[src/rtl/core/ctb_pkg.sv]
// ----------------------------------------------------------------------------
// ctb_pkg: countdown timer bank package
// Shared types, state codes and default sizes for the timer bank.
// ----------------------------------------------------------------------------
package ctb_pkg;

  localparam int NUM_TIMERS_DEF = 16;
  localparam int KindW          = 3;
  localparam int SlotW          = 4;
  localparam int DurW           = 16;

  typedef enum logic [KindW-1:0] {
    KIND_TICK    = 3'd0,
    KIND_CREATE  = 3'd1,
    KIND_RESTART = 3'd2,
    KIND_STOP    = 3'd3,
    KIND_CHECK   = 3'd4
  } ctb_kind_e;

  typedef enum logic [1:0] {
    ST_IDLE  = 2'd0,
    ST_SWEEP = 2'd1,
    ST_CHK   = 2'd2,
    ST_DONE  = 2'd3
  } ctb_state_e;

  // status from the datapath into the sequencer
  typedef struct packed {
    logic accept;
    logic is_tick;
    logic chk_go;
    logic sweep_done;
    logic out_free;
  } ctb_stat_t;

  // strobes from the sequencer into the datapath
  typedef struct packed {
    logic in_ready;
    logic sweep_en;
    logic chk_en;
    logic done;
  } ctb_ctrl_t;

  // result of the shared decrement and zero-test unit
  typedef struct packed {
    logic            expired;
    logic            wr_en;
    logic [DurW-1:0] dec;
  } ctb_unit_t;

endpackage

[src/rtl/core/ctb_req_if.sv]
// ----------------------------------------------------------------------------
// ctb_req_if: timer bank command channel
// Valid/ready channel carrying one command item.
// ----------------------------------------------------------------------------
interface ctb_req_if;
  logic                       valid;
  logic                       ready;
  logic [ctb_pkg::KindW-1:0]  kind;
  logic [ctb_pkg::SlotW-1:0]  slot;
  logic [ctb_pkg::DurW-1:0]   duration_ms;

  modport source (output valid, output kind, output slot, output duration_ms, input ready);
  modport sink (input valid, input kind, input slot, input duration_ms, output ready);
endinterface

[src/rtl/core/ctb_rsp_if.sv]
// ----------------------------------------------------------------------------
// ctb_rsp_if: timer bank response channel
// Valid/ready channel carrying one response item.
// ----------------------------------------------------------------------------
interface ctb_rsp_if;
  logic                       valid;
  logic                       ready;
  logic [ctb_pkg::SlotW-1:0]  slot_out;
  logic                       ok;
  logic                       expired;

  modport source (output valid, output slot_out, output ok, output expired, input ready);
  modport sink (input valid, input slot_out, input ok, input expired, output ready);
endinterface

[src/rtl/core/ctb_ram.sv]
// ----------------------------------------------------------------------------
// ctb_ram: generic dual-port ram
// One write port and one read port with registered read data.
// ----------------------------------------------------------------------------
module ctb_ram #(
  parameter int WIDTH = 16,
  parameter int DEPTH = 16
) (
  input  logic                                   clk_i,
  input  logic                                   we_i,
  input  logic [(DEPTH > 1 ? $clog2(DEPTH) : 1)-1:0] waddr_i,
  input  logic [WIDTH-1:0]                       wdata_i,
  input  logic [(DEPTH > 1 ? $clog2(DEPTH) : 1)-1:0] raddr_i,
  output logic [WIDTH-1:0]                       rdata_o
);

  logic [WIDTH-1:0] mem_q [DEPTH];
  logic [WIDTH-1:0] rdata_q;

  always_ff @(posedge clk_i) begin
    if (we_i) begin
      mem_q[waddr_i] <= wdata_i;
    end
    rdata_q <= mem_q[raddr_i];
  end

  assign rdata_o = rdata_q;

endmodule

[src/rtl/core/ctb_unit.sv]
// ----------------------------------------------------------------------------
// ctb_unit: shared count unit
// Zero test and decrement of one count, used by the tick sweep and by check.
// ----------------------------------------------------------------------------
module ctb_unit (
  input  logic                      run_i,
  input  logic [ctb_pkg::DurW-1:0]  count_i,
  output ctb_pkg::ctb_unit_t        res_o
);

  logic zero;

  assign zero = (count_i == '0);

  always_comb begin
    res_o.expired = run_i & zero;
    res_o.wr_en   = run_i & ~zero;
    res_o.dec     = count_i - ctb_pkg::DurW'(1);
  end

endmodule

[src/rtl/core/ctb_ctrl.sv]
// ----------------------------------------------------------------------------
// ctb_ctrl: timer bank sequencer
// Steps each command through the tick sweep or the check read, as needed, and response hand-off.
// ----------------------------------------------------------------------------
module ctb_ctrl (
  input  logic                clk_i,
  input  logic                rst_ni,
  input  ctb_pkg::ctb_stat_t  stat_i,
  output ctb_pkg::ctb_ctrl_t  ctrl_o,
  output ctb_pkg::ctb_state_e state_o
);

  ctb_pkg::ctb_state_e state_q, state_d;

  always_ff @(posedge clk_i or negedge rst_ni) begin
    if (!rst_ni) begin
      state_q <= ctb_pkg::ST_IDLE;
    end else begin
      state_q <= state_d;
    end
  end

  always_comb begin
    state_d = state_q;
    case (state_q)
      ctb_pkg::ST_IDLE: begin
        if (stat_i.accept) begin
          if (stat_i.is_tick) begin
            state_d = ctb_pkg::ST_SWEEP;
          end else if (stat_i.chk_go) begin
            state_d = ctb_pkg::ST_CHK;
          end else begin
            state_d = ctb_pkg::ST_DONE;
          end
        end
      end
      ctb_pkg::ST_SWEEP: begin
        if (stat_i.sweep_done) begin
          state_d = ctb_pkg::ST_DONE;
        end
      end
      ctb_pkg::ST_CHK: begin
        state_d = ctb_pkg::ST_DONE;
      end
      ctb_pkg::ST_DONE: begin
        if (stat_i.out_free) begin
          state_d = ctb_pkg::ST_IDLE;
        end
      end
      default: begin
        state_d = ctb_pkg::ST_IDLE;
      end
    endcase
  end

  always_comb begin
    ctrl_o = '0;
    case (state_q)
      ctb_pkg::ST_IDLE:  ctrl_o.in_ready = 1'b1;
      ctb_pkg::ST_SWEEP: ctrl_o.sweep_en = 1'b1;
      ctb_pkg::ST_CHK:   ctrl_o.chk_en   = 1'b1;
      ctb_pkg::ST_DONE:  ctrl_o.done     = stat_i.out_free;
      default:           ctrl_o          = '0;
    endcase
  end

  assign state_o = state_q;

endmodule

[src/rtl/core/soft_countdown_timer_bank.sv]
// ----------------------------------------------------------------------------
// soft_countdown_timer_bank: bank of millisecond countdown timers
// Commands tick, create, restart, stop and check a bank of timers whose
// counts sit in a ram and are swept one slot per cycle on each tick.
// ----------------------------------------------------------------------------
//   channel | dir | handshake     | payload
//   req_i   | in  | valid / ready | kind, slot, duration_ms
//   rsp_o   | out | valid / ready | slot_out, ok, expired
//
// a tick sweeps the count ram after accept: its read port visits each created
// slot once, with write-back in the cycle after each read, and the sequencer
// waits for the last write-back to finish; create, restart, stop and bad
// commands go straight to the response, a valid check after its slot read
// rst_ni clears the running flags, the create count and the sequencer
// a response waits in the output register; the next item is taken once the
// previous response has moved into it
// ----------------------------------------------------------------------------
module soft_countdown_timer_bank #(
  parameter int NUM_TIMERS = ctb_pkg::NUM_TIMERS_DEF
) (
  input  logic       clk_i,
  input  logic       rst_ni,
  ctb_req_if.sink    req_i,
  ctb_rsp_if.source  rsp_o
);

  localparam int IDX_W = (NUM_TIMERS > 1) ? $clog2(NUM_TIMERS) : 1;
  localparam int CNT_W = $clog2(NUM_TIMERS + 1);
  localparam int CMP_W = (CNT_W > ctb_pkg::SlotW) ? CNT_W : ctb_pkg::SlotW;

  ctb_pkg::ctb_stat_t  stat;
  ctb_pkg::ctb_ctrl_t  ctrl;
  ctb_pkg::ctb_state_e state;
  ctb_pkg::ctb_unit_t  unit_res;
  ctb_pkg::ctb_kind_e  kind;

  logic [NUM_TIMERS-1:0]        running_q;
  logic [CNT_W-1:0]             created_q;
  logic [CNT_W-1:0]             cnt_q;
  logic [IDX_W-1:0]             rd_idx_q;
  logic                         rd_pend_q;

  logic [ctb_pkg::SlotW-1:0]    res_slot_q;
  logic                         res_ok_q;
  logic                         res_exp_q;

  logic                         out_valid_q;
  logic [ctb_pkg::SlotW-1:0]    out_slot_q;
  logic                         out_ok_q;
  logic                         out_exp_q;

  logic                         accept;
  logic                         slot_ok;
  logic                         full;
  logic [IDX_W-1:0]             slot_idx;
  logic [IDX_W-1:0]             new_idx;
  logic                         issue;
  logic                         wb;
  logic                         do_create;
  logic                         do_restart;
  logic                         do_stop;

  logic                         ram_we;
  logic [IDX_W-1:0]             ram_waddr;
  logic [ctb_pkg::DurW-1:0]     ram_wdata;
  logic [IDX_W-1:0]             ram_raddr;
  logic [ctb_pkg::DurW-1:0]     ram_rdata;

  // command decode
  assign kind     = ctb_pkg::ctb_kind_e'(req_i.kind);
  assign accept   = req_i.valid & ctrl.in_ready;
  assign slot_ok  = CMP_W'(req_i.slot) < CMP_W'(NUM_TIMERS);
  assign full     = (created_q == CNT_W'(NUM_TIMERS));
  assign slot_idx = IDX_W'(req_i.slot);
  assign new_idx  = created_q[IDX_W-1:0];

  assign do_create  = accept & (kind == ctb_pkg::KIND_CREATE) & ~full;
  assign do_restart = accept & (kind == ctb_pkg::KIND_RESTART) & slot_ok;
  assign do_stop    = accept & (kind == ctb_pkg::KIND_STOP) & slot_ok;

  // sweep: read slot cnt_q, write back the slot read in the previous cycle
  assign issue = ctrl.sweep_en & (cnt_q < created_q);
  assign wb    = rd_pend_q & unit_res.wr_en;

  always_comb begin
    stat.accept     = accept;
    stat.is_tick    = (kind == ctb_pkg::KIND_TICK);
    stat.chk_go     = (kind == ctb_pkg::KIND_CHECK) & slot_ok;
    stat.sweep_done = ctrl.sweep_en & ~issue & ~rd_pend_q;
    stat.out_free   = ~out_valid_q | rsp_o.ready;
  end

  ctb_ctrl u_ctrl (
    .clk_i   (clk_i),
    .rst_ni  (rst_ni),
    .stat_i  (stat),
    .ctrl_o  (ctrl),
    .state_o (state)
  );

  always_comb begin
    ram_we    = 1'b0;
    ram_waddr = rd_idx_q;
    ram_wdata = unit_res.dec;
    if (do_create) begin
      ram_we    = 1'b1;
      ram_waddr = new_idx;
      ram_wdata = req_i.duration_ms;
    end else if (do_restart) begin
      ram_we    = 1'b1;
      ram_waddr = slot_idx;
      ram_wdata = req_i.duration_ms;
    end else if (wb) begin
      ram_we    = 1'b1;
    end
  end

  assign ram_raddr = accept ? slot_idx : cnt_q[IDX_W-1:0];

  ctb_ram #(
    .WIDTH (ctb_pkg::DurW),
    .DEPTH (NUM_TIMERS)
  ) u_ram (
    .clk_i   (clk_i),
    .we_i    (ram_we),
    .waddr_i (ram_waddr),
    .wdata_i (ram_wdata),
    .raddr_i (ram_raddr),
    .rdata_o (ram_rdata)
  );

  ctb_unit u_unit (
    .run_i   (running_q[rd_idx_q]),
    .count_i (ram_rdata),
    .res_o   (unit_res)
  );

  // counts are only looked at while running, and running implies loaded
  always_ff @(posedge clk_i or negedge rst_ni) begin
    if (!rst_ni) begin
      running_q <= '0;
      created_q <= '0;
    end else begin
      if (do_create) begin
        running_q[new_idx] <= 1'b1;
        created_q          <= created_q + CNT_W'(1);
      end else if (do_restart) begin
        running_q[slot_idx] <= 1'b1;
      end else if (do_stop) begin
        running_q[slot_idx] <= 1'b0;
      end
    end
  end

  always_ff @(posedge clk_i or negedge rst_ni) begin
    if (!rst_ni) begin
      cnt_q     <= '0;
      rd_pend_q <= 1'b0;
      rd_idx_q  <= '0;
    end else begin
      rd_pend_q <= issue;
      if (accept) begin
        cnt_q    <= '0;
        rd_idx_q <= slot_idx;
      end else if (issue) begin
        cnt_q    <= cnt_q + CNT_W'(1);
        rd_idx_q <= cnt_q[IDX_W-1:0];
      end
    end
  end

  // pending response, filled at accept and by the check read
  always_ff @(posedge clk_i) begin
    if (accept) begin
      res_slot_q <= req_i.slot;
      res_exp_q  <= 1'b0;
      case (kind)
        ctb_pkg::KIND_TICK: res_ok_q <= 1'b1;
        ctb_pkg::KIND_CREATE: begin
          res_ok_q   <= ~full;
          res_slot_q <= full ? '0 : ctb_pkg::SlotW'(created_q);
        end
        ctb_pkg::KIND_RESTART: res_ok_q <= slot_ok;
        ctb_pkg::KIND_STOP:    res_ok_q <= slot_ok;
        ctb_pkg::KIND_CHECK:   res_ok_q <= slot_ok;
        default:               res_ok_q <= 1'b0;
      endcase
    end else if (ctrl.chk_en) begin
      res_exp_q <= unit_res.expired;
    end
  end

  always_ff @(posedge clk_i or negedge rst_ni) begin
    if (!rst_ni) begin
      out_valid_q <= 1'b0;
    end else if (ctrl.done) begin
      out_valid_q <= 1'b1;
    end else if (rsp_o.ready) begin
      out_valid_q <= 1'b0;
    end
  end

  always_ff @(posedge clk_i) begin
    if (ctrl.done) begin
      out_slot_q <= res_slot_q;
      out_ok_q   <= res_ok_q;
      out_exp_q  <= res_exp_q;
    end
  end

  assign req_i.ready    = ctrl.in_ready;
  assign rsp_o.valid    = out_valid_q;
  assign rsp_o.slot_out = out_slot_q;
  assign rsp_o.ok       = out_ok_q;
  assign rsp_o.expired  = out_exp_q;

  // checks

  a_create_cnt: assert property (@(posedge clk_i) disable iff (!rst_ni)
    do_create |=> (created_q == $past(created_q) + CNT_W'(1)))
    else $error("create count did not advance");

  a_count_bound: assert property (@(posedge clk_i) disable iff (!rst_ni)
    created_q <= CNT_W'(NUM_TIMERS))
    else $error("create count beyond bank size");

  a_sweep_wb: assert property (@(posedge clk_i) disable iff (!rst_ni)
    wb |-> (state == ctb_pkg::ST_SWEEP) && (CNT_W'(rd_idx_q) < created_q))
    else $error("sweep write-back outside created slots");

  a_busy_after_accept: assert property (@(posedge clk_i) disable iff (!rst_ni)
    accept |=> !req_i.ready)
    else $error("ready right after an accepted item");

endmodule
[src/flat_wrapper.sv]
// flat-port wrapper written by rule: the top's interface ports become plain ports
module soft_countdown_timer_bank_flat 
#(
  parameter int NUM_TIMERS = ctb_pkg::NUM_TIMERS_DEF
)
  (clk_i, rst_ni, req_i_valid, req_i_kind, req_i_slot, req_i_duration_ms, req_i_ready, rsp_o_valid, rsp_o_slot_out, rsp_o_ok, rsp_o_expired, rsp_o_ready);
  ctb_req_if req_i_i ();
  ctb_rsp_if rsp_o_i ();
  input  logic clk_i;
  input  logic rst_ni;
  input wire logic [$bits(req_i_i.valid)-1:0] req_i_valid;
  input wire logic [$bits(req_i_i.kind)-1:0] req_i_kind;
  input wire logic [$bits(req_i_i.slot)-1:0] req_i_slot;
  input wire logic [$bits(req_i_i.duration_ms)-1:0] req_i_duration_ms;
  output wire logic [$bits(req_i_i.ready)-1:0] req_i_ready;
  output wire logic [$bits(rsp_o_i.valid)-1:0] rsp_o_valid;
  output wire logic [$bits(rsp_o_i.slot_out)-1:0] rsp_o_slot_out;
  output wire logic [$bits(rsp_o_i.ok)-1:0] rsp_o_ok;
  output wire logic [$bits(rsp_o_i.expired)-1:0] rsp_o_expired;
  input wire logic [$bits(rsp_o_i.ready)-1:0] rsp_o_ready;
  assign req_i_i.valid = req_i_valid;
  assign req_i_i.kind = req_i_kind;
  assign req_i_i.slot = req_i_slot;
  assign req_i_i.duration_ms = req_i_duration_ms;
  assign req_i_ready = req_i_i.ready;
  assign rsp_o_valid = rsp_o_i.valid;
  assign rsp_o_slot_out = rsp_o_i.slot_out;
  assign rsp_o_ok = rsp_o_i.ok;
  assign rsp_o_expired = rsp_o_i.expired;
  assign rsp_o_i.ready = rsp_o_ready;
  soft_countdown_timer_bank #(.NUM_TIMERS(NUM_TIMERS)) u_core (.clk_i(clk_i), .rst_ni(rst_ni), .req_i(req_i_i), .rsp_o(rsp_o_i));
endmodule
[config.mk]
export PLATFORM = sky130hd
export DESIGN_NAME = soft_countdown_timer_bank_flat
export DESIGN_NICKNAME = d
export VERILOG_FILES = /design/src/rtl/core/ctb_pkg.sv /design/src/rtl/core/ctb_req_if.sv /design/src/rtl/core/ctb_rsp_if.sv /design/src/rtl/core/ctb_ram.sv /design/src/rtl/core/ctb_unit.sv /design/src/rtl/core/ctb_ctrl.sv /design/src/rtl/core/soft_countdown_timer_bank.sv /design/src/flat_wrapper.sv
export SDC_FILE = /design/constraint.sdc
export NUM_CORES = 1
export LEC_CHECK = 0
export BUFFER_PORTS_ARGS = -buffer_cell sky130_fd_sc_hd__buf_2
export CAP_MARGIN = 30
export CORE_ASPECT_RATIO = 2
export CORE_MARGIN = 2
export CORE_UTILIZATION = 55
export CTS_BUF_LIST = sky130_fd_sc_hd__clkbuf_8
export CTS_CLUSTER_DIAMETER = 80
export DETAILED_ROUTE_END_ITERATION = 7
export PLACE_DENSITY = 0.69
export SKIP_LAST_GASP = 1
export SLEW_MARGIN = 40
export SYNTH_ARGS = -nofsm -noshare
export SYNTH_HDL_FRONTEND = slang
export SYNTH_SLANG_ARGS = --single-unit
[constraint.sdc]
create_clock -name clk_i -period 10.5 [get_ports clk_i]
set_clock_uncertainty 0.1 [all_clocks]
set_input_delay 0.525 -clock clk_i [delete_from_list [all_inputs] [get_ports clk_i]]
set_output_delay 0.525 -clock clk_i [all_outputs]
set_load 0.1 [all_outputs]
Yosys cells after proc, flatten, opt, wreduce, memory -nomap -nowiden

Memory sizes are Yosys's and may differ from the RTL's. A register that Yosys moved wholly into a read port is not among the register bits.
Cells that the tools add are included.

Flip-flop bits (word level): 46
Bits in latches: 0
RAM bits: 256
ROM bits: 0
Input bits: 27
Output and inout port bits: 8
Logic and storage cells: 103
Memories: 1

Memories:

| memory             | words | bits a word | rd ports | clocked after memory_dff | wr ports | RTL line      | source |
|---|---|---|---|---|---|---|---|
| u_core.u_ram.mem_q | 16    | 16          | 1        | 1                        | 1        | ctb_ram.sv:17 | `logic [WIDTH-1:0] mem_q [DEPTH];` |

Add/subtract/negate cells: 3
Multipliers: 0
Divide/modulo/power cells: 0
Order comparisons: 6
Equal/unequal tests: 11
Shifts and indexed selects: 0
Muxes and demuxes: 38
Bitwise gates (word level): 21
Reductions and logical operators: 10

Operators by type and width:

| operator                                                                      | number |
|---|---|
| 16-bit two-way mux                                                            | 5 |
| 16-bit OR                                                                     | 2 |
| 4-bit two-way mux                                                             | 7 |
| 16-bit bitwise AND                                                            | 1 |
| 16-bit logical NOT                                                            | 1 |
| 16-bit inverter                                                               | 1 |
| 16-bit by 1-bit subtractor with 16-bit output (second input constant)         | 1 |
| 4-bit by 5-bit less-than comparator with 1-bit output (second input constant) | 3 |
| 1-bit two-way mux                                                             | 15 |
| 1-bit bitwise AND                                                             | 11 |
| 5-bit by 1-bit adder with 5-bit output (second input constant)                | 2 |
| 5-bit two-way mux                                                             | 2 |
| 1-bit demux with 4-bit select                                                 | 2 |
| 4-bit by 1-bit >= comparator with 1-bit output (second input constant)        | 2 |
| 2-bit two-way mux                                                             | 4 |
| 2-bit one-hot mux with 4 select lines                                         | 1 |
| 3-bit by 2-bit == test with 1-bit output (second input constant)              | 2 |
| 5-bit == test (second input constant)                                         | 1 |
| 5-bit less-than comparator                                                    | 1 |
| 1-bit inverter                                                                | 5 |
| 1-bit binary-select mux with 4-bit select                                     | 1 |
| 2-bit == test (second input constant)                                         | 2 |
| 2-bit by 1-bit != test with 1-bit output (second input constant)              | 2 |
| 2-bit nonzero test                                                            | 2 |
| 12 further kinds                                                              | 13 |

Logic depth before layout (Yosys ltp)

Word-level depth: 9
Depth in mapped cells: 10

Cells and area by module

A second synthesis with hierarchy kept.

Cells, all modules: 749
Area, all modules: 13232.7 sq um

By module, submodules not included:

| module                    | instances | cells an instance | area each (sq um) |
|---|---|---|---|
| ctb_ram                   | 1         | 432               | 10042.1 |
| soft_countdown_timer_bank | 1         | 255               | 2672.6 |
| ctb_unit                  | 1         | 42                | 325.3 |
| ctb_ctrl                  | 1         | 20                | 192.7 |

Worst setup path after synthesis

Ideal clock, no wire load.

Path type: register to register
From: register u_core.u_ctrl.state_q[0], in the netlist u_core.u_ctrl.state_o[0]
To: memory u_core.u_ram.mem_q[12][0], enable pin
Library setup time: 413 ps
Data arrival time: 3989 ps
Required time: 9987 ps
Slack: 5998 ps
Stages on the path, launching flop included: 9
Buffers on the path: 2
Clock period less this slack: 4502 ps
Cell sequence: dfrtp_1 inv_1 ha_1 buf_2 nand4b_1 clkbuf_1 or3_1 a31oi_1 nor3b_1

Word-level cells in the longest chain between the ends: 8
Elaborated cells between the ends (all ways): 12

RTL lines:

| item                                                          | RTL line                                                          | source |
|---|---|---|
| start, declared                                               | ctb_ctrl.sv:13                                                    | `ctb_pkg::ctb_state_e state_q, state_d;` |
| start signal, assigned                                        | ctb_ctrl.sv:17                                                    | `state_q <= ctb_pkg::ST_IDLE;` |
| start signal, assigned                                        | ctb_ctrl.sv:19                                                    | `state_q <= state_d;` |
| 2-bit logical NOT *                                           | ctb_ctrl.sv:58                                                    | `case (state_q)` |
| 1-bit two-way mux *                                           | ctb_ctrl.sv:58                                                    |  |
| named net req_i_ready                                         | flat_wrapper.sv:15                                                | `output wire logic [$bits(req_i_i.ready)-1:0] req_i_ready;` |
| 1-bit bitwise AND *                                           | soft_countdown_timer_bank.sv:71                                   | `assign accept = req_i.valid & ctrl.in_ready;` |
| 1-bit bitwise AND (on tied branches)                          | soft_countdown_timer_bank.sv:78, soft_countdown_timer_bank.sv:77  |  |
| 1-bit two-way mux / 1-bit bitwise AND (equally long branches) | soft_countdown_timer_bank.sv:109, soft_countdown_timer_bank.sv:77 |  |
| 1-bit two-way mux                                             | soft_countdown_timer_bank.sv:105                                  | `if (do_create) begin` |
| 1-bit two-way mux                                             | ctb_ram.sv:21                                                     | `if (we_i) begin` |
| 1-bit two-way mux (not written as such)                       | ctb_ram.sv:22                                                     | `mem_q[waddr_i] <= wdata_i;` |
| end, declared                                                 | ctb_ram.sv:17                                                     |  |

Mark *: on every way through the listed nets, which the timed path passes. The rest lies on a longest branch.

Final worst setup path

From: register u_core.u_ctrl.state_q[0], in the netlist u_core.u_ctrl.state_o[0]
To: register u_core.u_ram.rdata_q[3], in the netlist u_core.u_ram.rdata_o[3], read port of u_core.u_ram.mem_q

Word-level cells in the longest chain between the ends: 4

RTL lines:

| item              | RTL line                         | source |
|---|---|---|
| 2-bit logical NOT | ctb_ctrl.sv:58                   |  |
| 1-bit two-way mux | ctb_ctrl.sv:58                   |  |
| 1-bit bitwise AND | soft_countdown_timer_bank.sv:71  |  |
| 4-bit two-way mux | soft_countdown_timer_bank.sv:118 | `assign ram_raddr = accept ? slot_idx : cnt_q[IDX_W-1:0];` |
| end, declared     | ctb_ram.sv:18                    | `logic [WIDTH-1:0] rdata_q;` |

No other way between the ends.
A chain may end at the register's enable or synchronous reset.

==> metrics.txt <==
Routed Antenna Nets 0; Hold WS 0.1913 ns; die width 115.1 um; area post-placement 14220 um^2; Seq/Total Area, Yosys 67.81%; Post-Syn Area 13580 um^2; root buffer cell clkbuf_8; largest net degree at the start of global routing 45; TNS Setup 0 ns; CTS Buf Count 43; drt pass-1 iters 5; Netlist cell types 65; Avg WL per Cell 27.21 um; first-pass GRT wire length 54.23 mm; worst path cell trace inv_1 > ha_1 > nand3_1 > nand2_4 > buf_4 > mux2i_1 > o22ai_1 > or4_1; vias in the first global route 9282; post-synth top area cell edfxtp_1; CP endpoint kind register; Final Hold Viols 0; Post-Syn Nets 1000; relative slew slack 47.00%; worst-path fanout max 44; Final Cycle Share 38.34%; share of the synthesized area in the top cell type 59.04%; H-Tree Depth 2; Synth Flop Type edfxtp_1; Residual DRC 0; IO Port Bufs 34; fraction of layout cells with a size suffix above 1 16.38%; leakage power 5.211 nW; Layout area overhead 11.58%; total length of routed wires 36.47 mm; ys async rst share 10.69%; starting DRC count in detailed routing 753; crit path launch type register; maximum VDD drop 0.2249 mV; Worst path slowest cell buf_4; Tot Pwr 0.004163 W; Synth Instances 957; gpl congestion 1.018; Final min period 4.026 ns; crit-path max cell delay 0.66 ns; DR vias 8923; EDFF count, synth 267; Ys Warns 0; #FFs+latches synth 318; Antenna diodes 0; Max Cap Violations 0; fin area 15150 um^2; clock slew at reported path FFs 0.07 ns; die area 26040 um^2; initial antenna violation count 0; Pwr Density 274.7 nW/um^2; crit path DAT 4.34 ns; unrepaired setup endpoints after global routing false; Mean Syn Cell Area 14.19 um^2; Area contributors post-synth edfxtp_1 (59%), dfrtp_1 (6.3%), mux2i_1 (4.1%); worst min path class input port to register; nets@finish 1060; achievable clock frequency 248.4 MHz; Tot GR Track Use 28.88%; core area 24320 um^2; Detail Placement HPWL 24.34 mm; die height 226.2 um; status completed; Clock Sinks 318; Final Setup Violations 0; CP Buf/Inv Count 2; Cell Rows 81; CP top delay family simple AND/OR/NAND/NOR gates; Final Slew Violations 0; IO Pins 35; number of gates resized after CTS 0; Worst EP required 10.81 ns; Worst-Margin Slew 0.7931 ns; clock latency on the worst-skew pair 0.55 ns; TritonCTS clock tree built; via/cell ratio 6.659; GRT Residual Overflow 0; kind of critical path register to register; clk buf depth 3; initial core utilization 55.83%
-- worst register-to-register path, stage by stage, from the launching register on --
cell and delay [ns]:
dfrtp_1 0.41, inv_1 0.13, ha_1 0.56, nand3_1 0.44
nand2_4 0.59, buf_4 0.67, mux2i_1 0.31, o22ai_1 0.11
or4_1 0.56
-- per-stage QoR --
stage	std cells	util [%]	setup slack, ns
6_report	1340	62.30	6.474
5_1_grt	1340	62.30	6.261
4_1_cts	1340	62.29	6.530
3_5_place_dp	1261	58.47	6.532
3_3_place_gp	1261	58.31	6.384
2_1_floorplan	957	-	5.998
-- power by group --
group          switching, W  total, W  internal [W]
sequential         0.000126   0.00181       0.00168
clock              0.000452   0.00100      0.000549
combinational      0.000919   0.00135      0.000435
-- synth_stat cells, types with 23 or more instances --
| cell | n |
|---|---|
| edfxtp_1 | 267 |
| nand2_1 | 64 |
| mux2i_1 | 56 |
| o21ai_0 | 43 |
| o221ai_1 | 42 |
| o22ai_1 | 41 |
| a211oi_1 | 40 |
| dfrtp_1 | 34 |
| buf_2 | 25 |
| a21oi_1 | 24 |
| clkbuf_1 | 24 |
| inv_1 | 24 |
| nor2_1 | 23 |
-- area by class of cell --
class	count	area, um^2
flip-flops and latches	318	9209
fillers	1880	9170
multi-input cells	553	4075
clock buffers	45	619.3
repair buffers	77	498.0
well taps	290	362.8
clock inverters	33	299.0
inverters	24	90.09
-- registers in the layout, summed over array words and instances, names as in the netlist, named ones only --
signal and cells:
u_core.u_ram.mem_q 256, u_core.res_slot_q 4, u_core.rsp_o.expired 1, u_core.rsp_o.slot_out 4, u_core.created_q 5, u_core.res_ok_q 1
u_core.rd_idx_q 4, u_core.u_ram.rdata_o 16, u_core.u_ctrl.state_o 2, u_core.res_exp_q 1, u_core.cnt_q 5, u_core.rd_pend_q 1
u_core.rsp_o.valid 1, u_core.rsp_o.ok 1
-- metal layers --
| layer | wire length [um] | up-vias | GRT usage, % |
|---|---|---|---|
| met5 | 0 | - | 0 |
| met4 | 2962 | 0 | 21.53 |
| met3 | 1929 | 133 | 3.221 |
| met2 | 19810 | 396 | 52.20 |
| met1 | 11770 | 4469 | 29.99 |
| li1 | - | 3925 | - |
-- final timing paths --
| path | slack (ns) | to | start | depth (start not counted) |
|---|---|---|---|---|
| worst max-delay path | 6.47 | u_core.u_ram.rdata_o[3] | u_core.u_ctrl.state_o[0] | 8 |
| worst min-delay path | 0.19 | u_core.rsp_o.valid | rsp_o_ready | 3 |
| worst max register to register | 6.47 | u_core.u_ram.rdata_o[3] | u_core.u_ctrl.state_o[0] | 8 |
| worst min register to register | 0.32 | u_core.rsp_o.slot_out[0] | u_core.res_slot_q[0] | 0 |
| max in group asynchronous | 9.59 | async pin | rst_ni | 2 |
| min in group asynchronous | 0.37 | u_core.rd_pend_q | rst_ni | 2 |
-- logic make-up after synthesis --
group,synth area share [%]
and+or+nand+nor,8.550
adders and majority gates,1.474
AOI/OAI and AO/OA,12.32
DFF,67.81
buffers and inverters,2.921
xor gates and xnor gates,1.225
muxes,5.703
-- what timing repair did --
item	in CTS	in global routing
endpoints found under the hold margin	34	0
setup buffers	0	0
hold buffers	1	0
-- cell usage in the layout, fill, tap and decap left out, types with 23 or more instances in the layout --
master and count:
inv_1 36, mux2i_1 56, dfrtp_1 34, buf_4 43, a211oi_1 40, edfxtp_1 267
buf_2 33, nand2_1 64, o221ai_1 42, clkbuf_8 45, o21ai_0 39, a21oi_1 23
o22ai_1 41
Power figures use the tool's default switching activity.
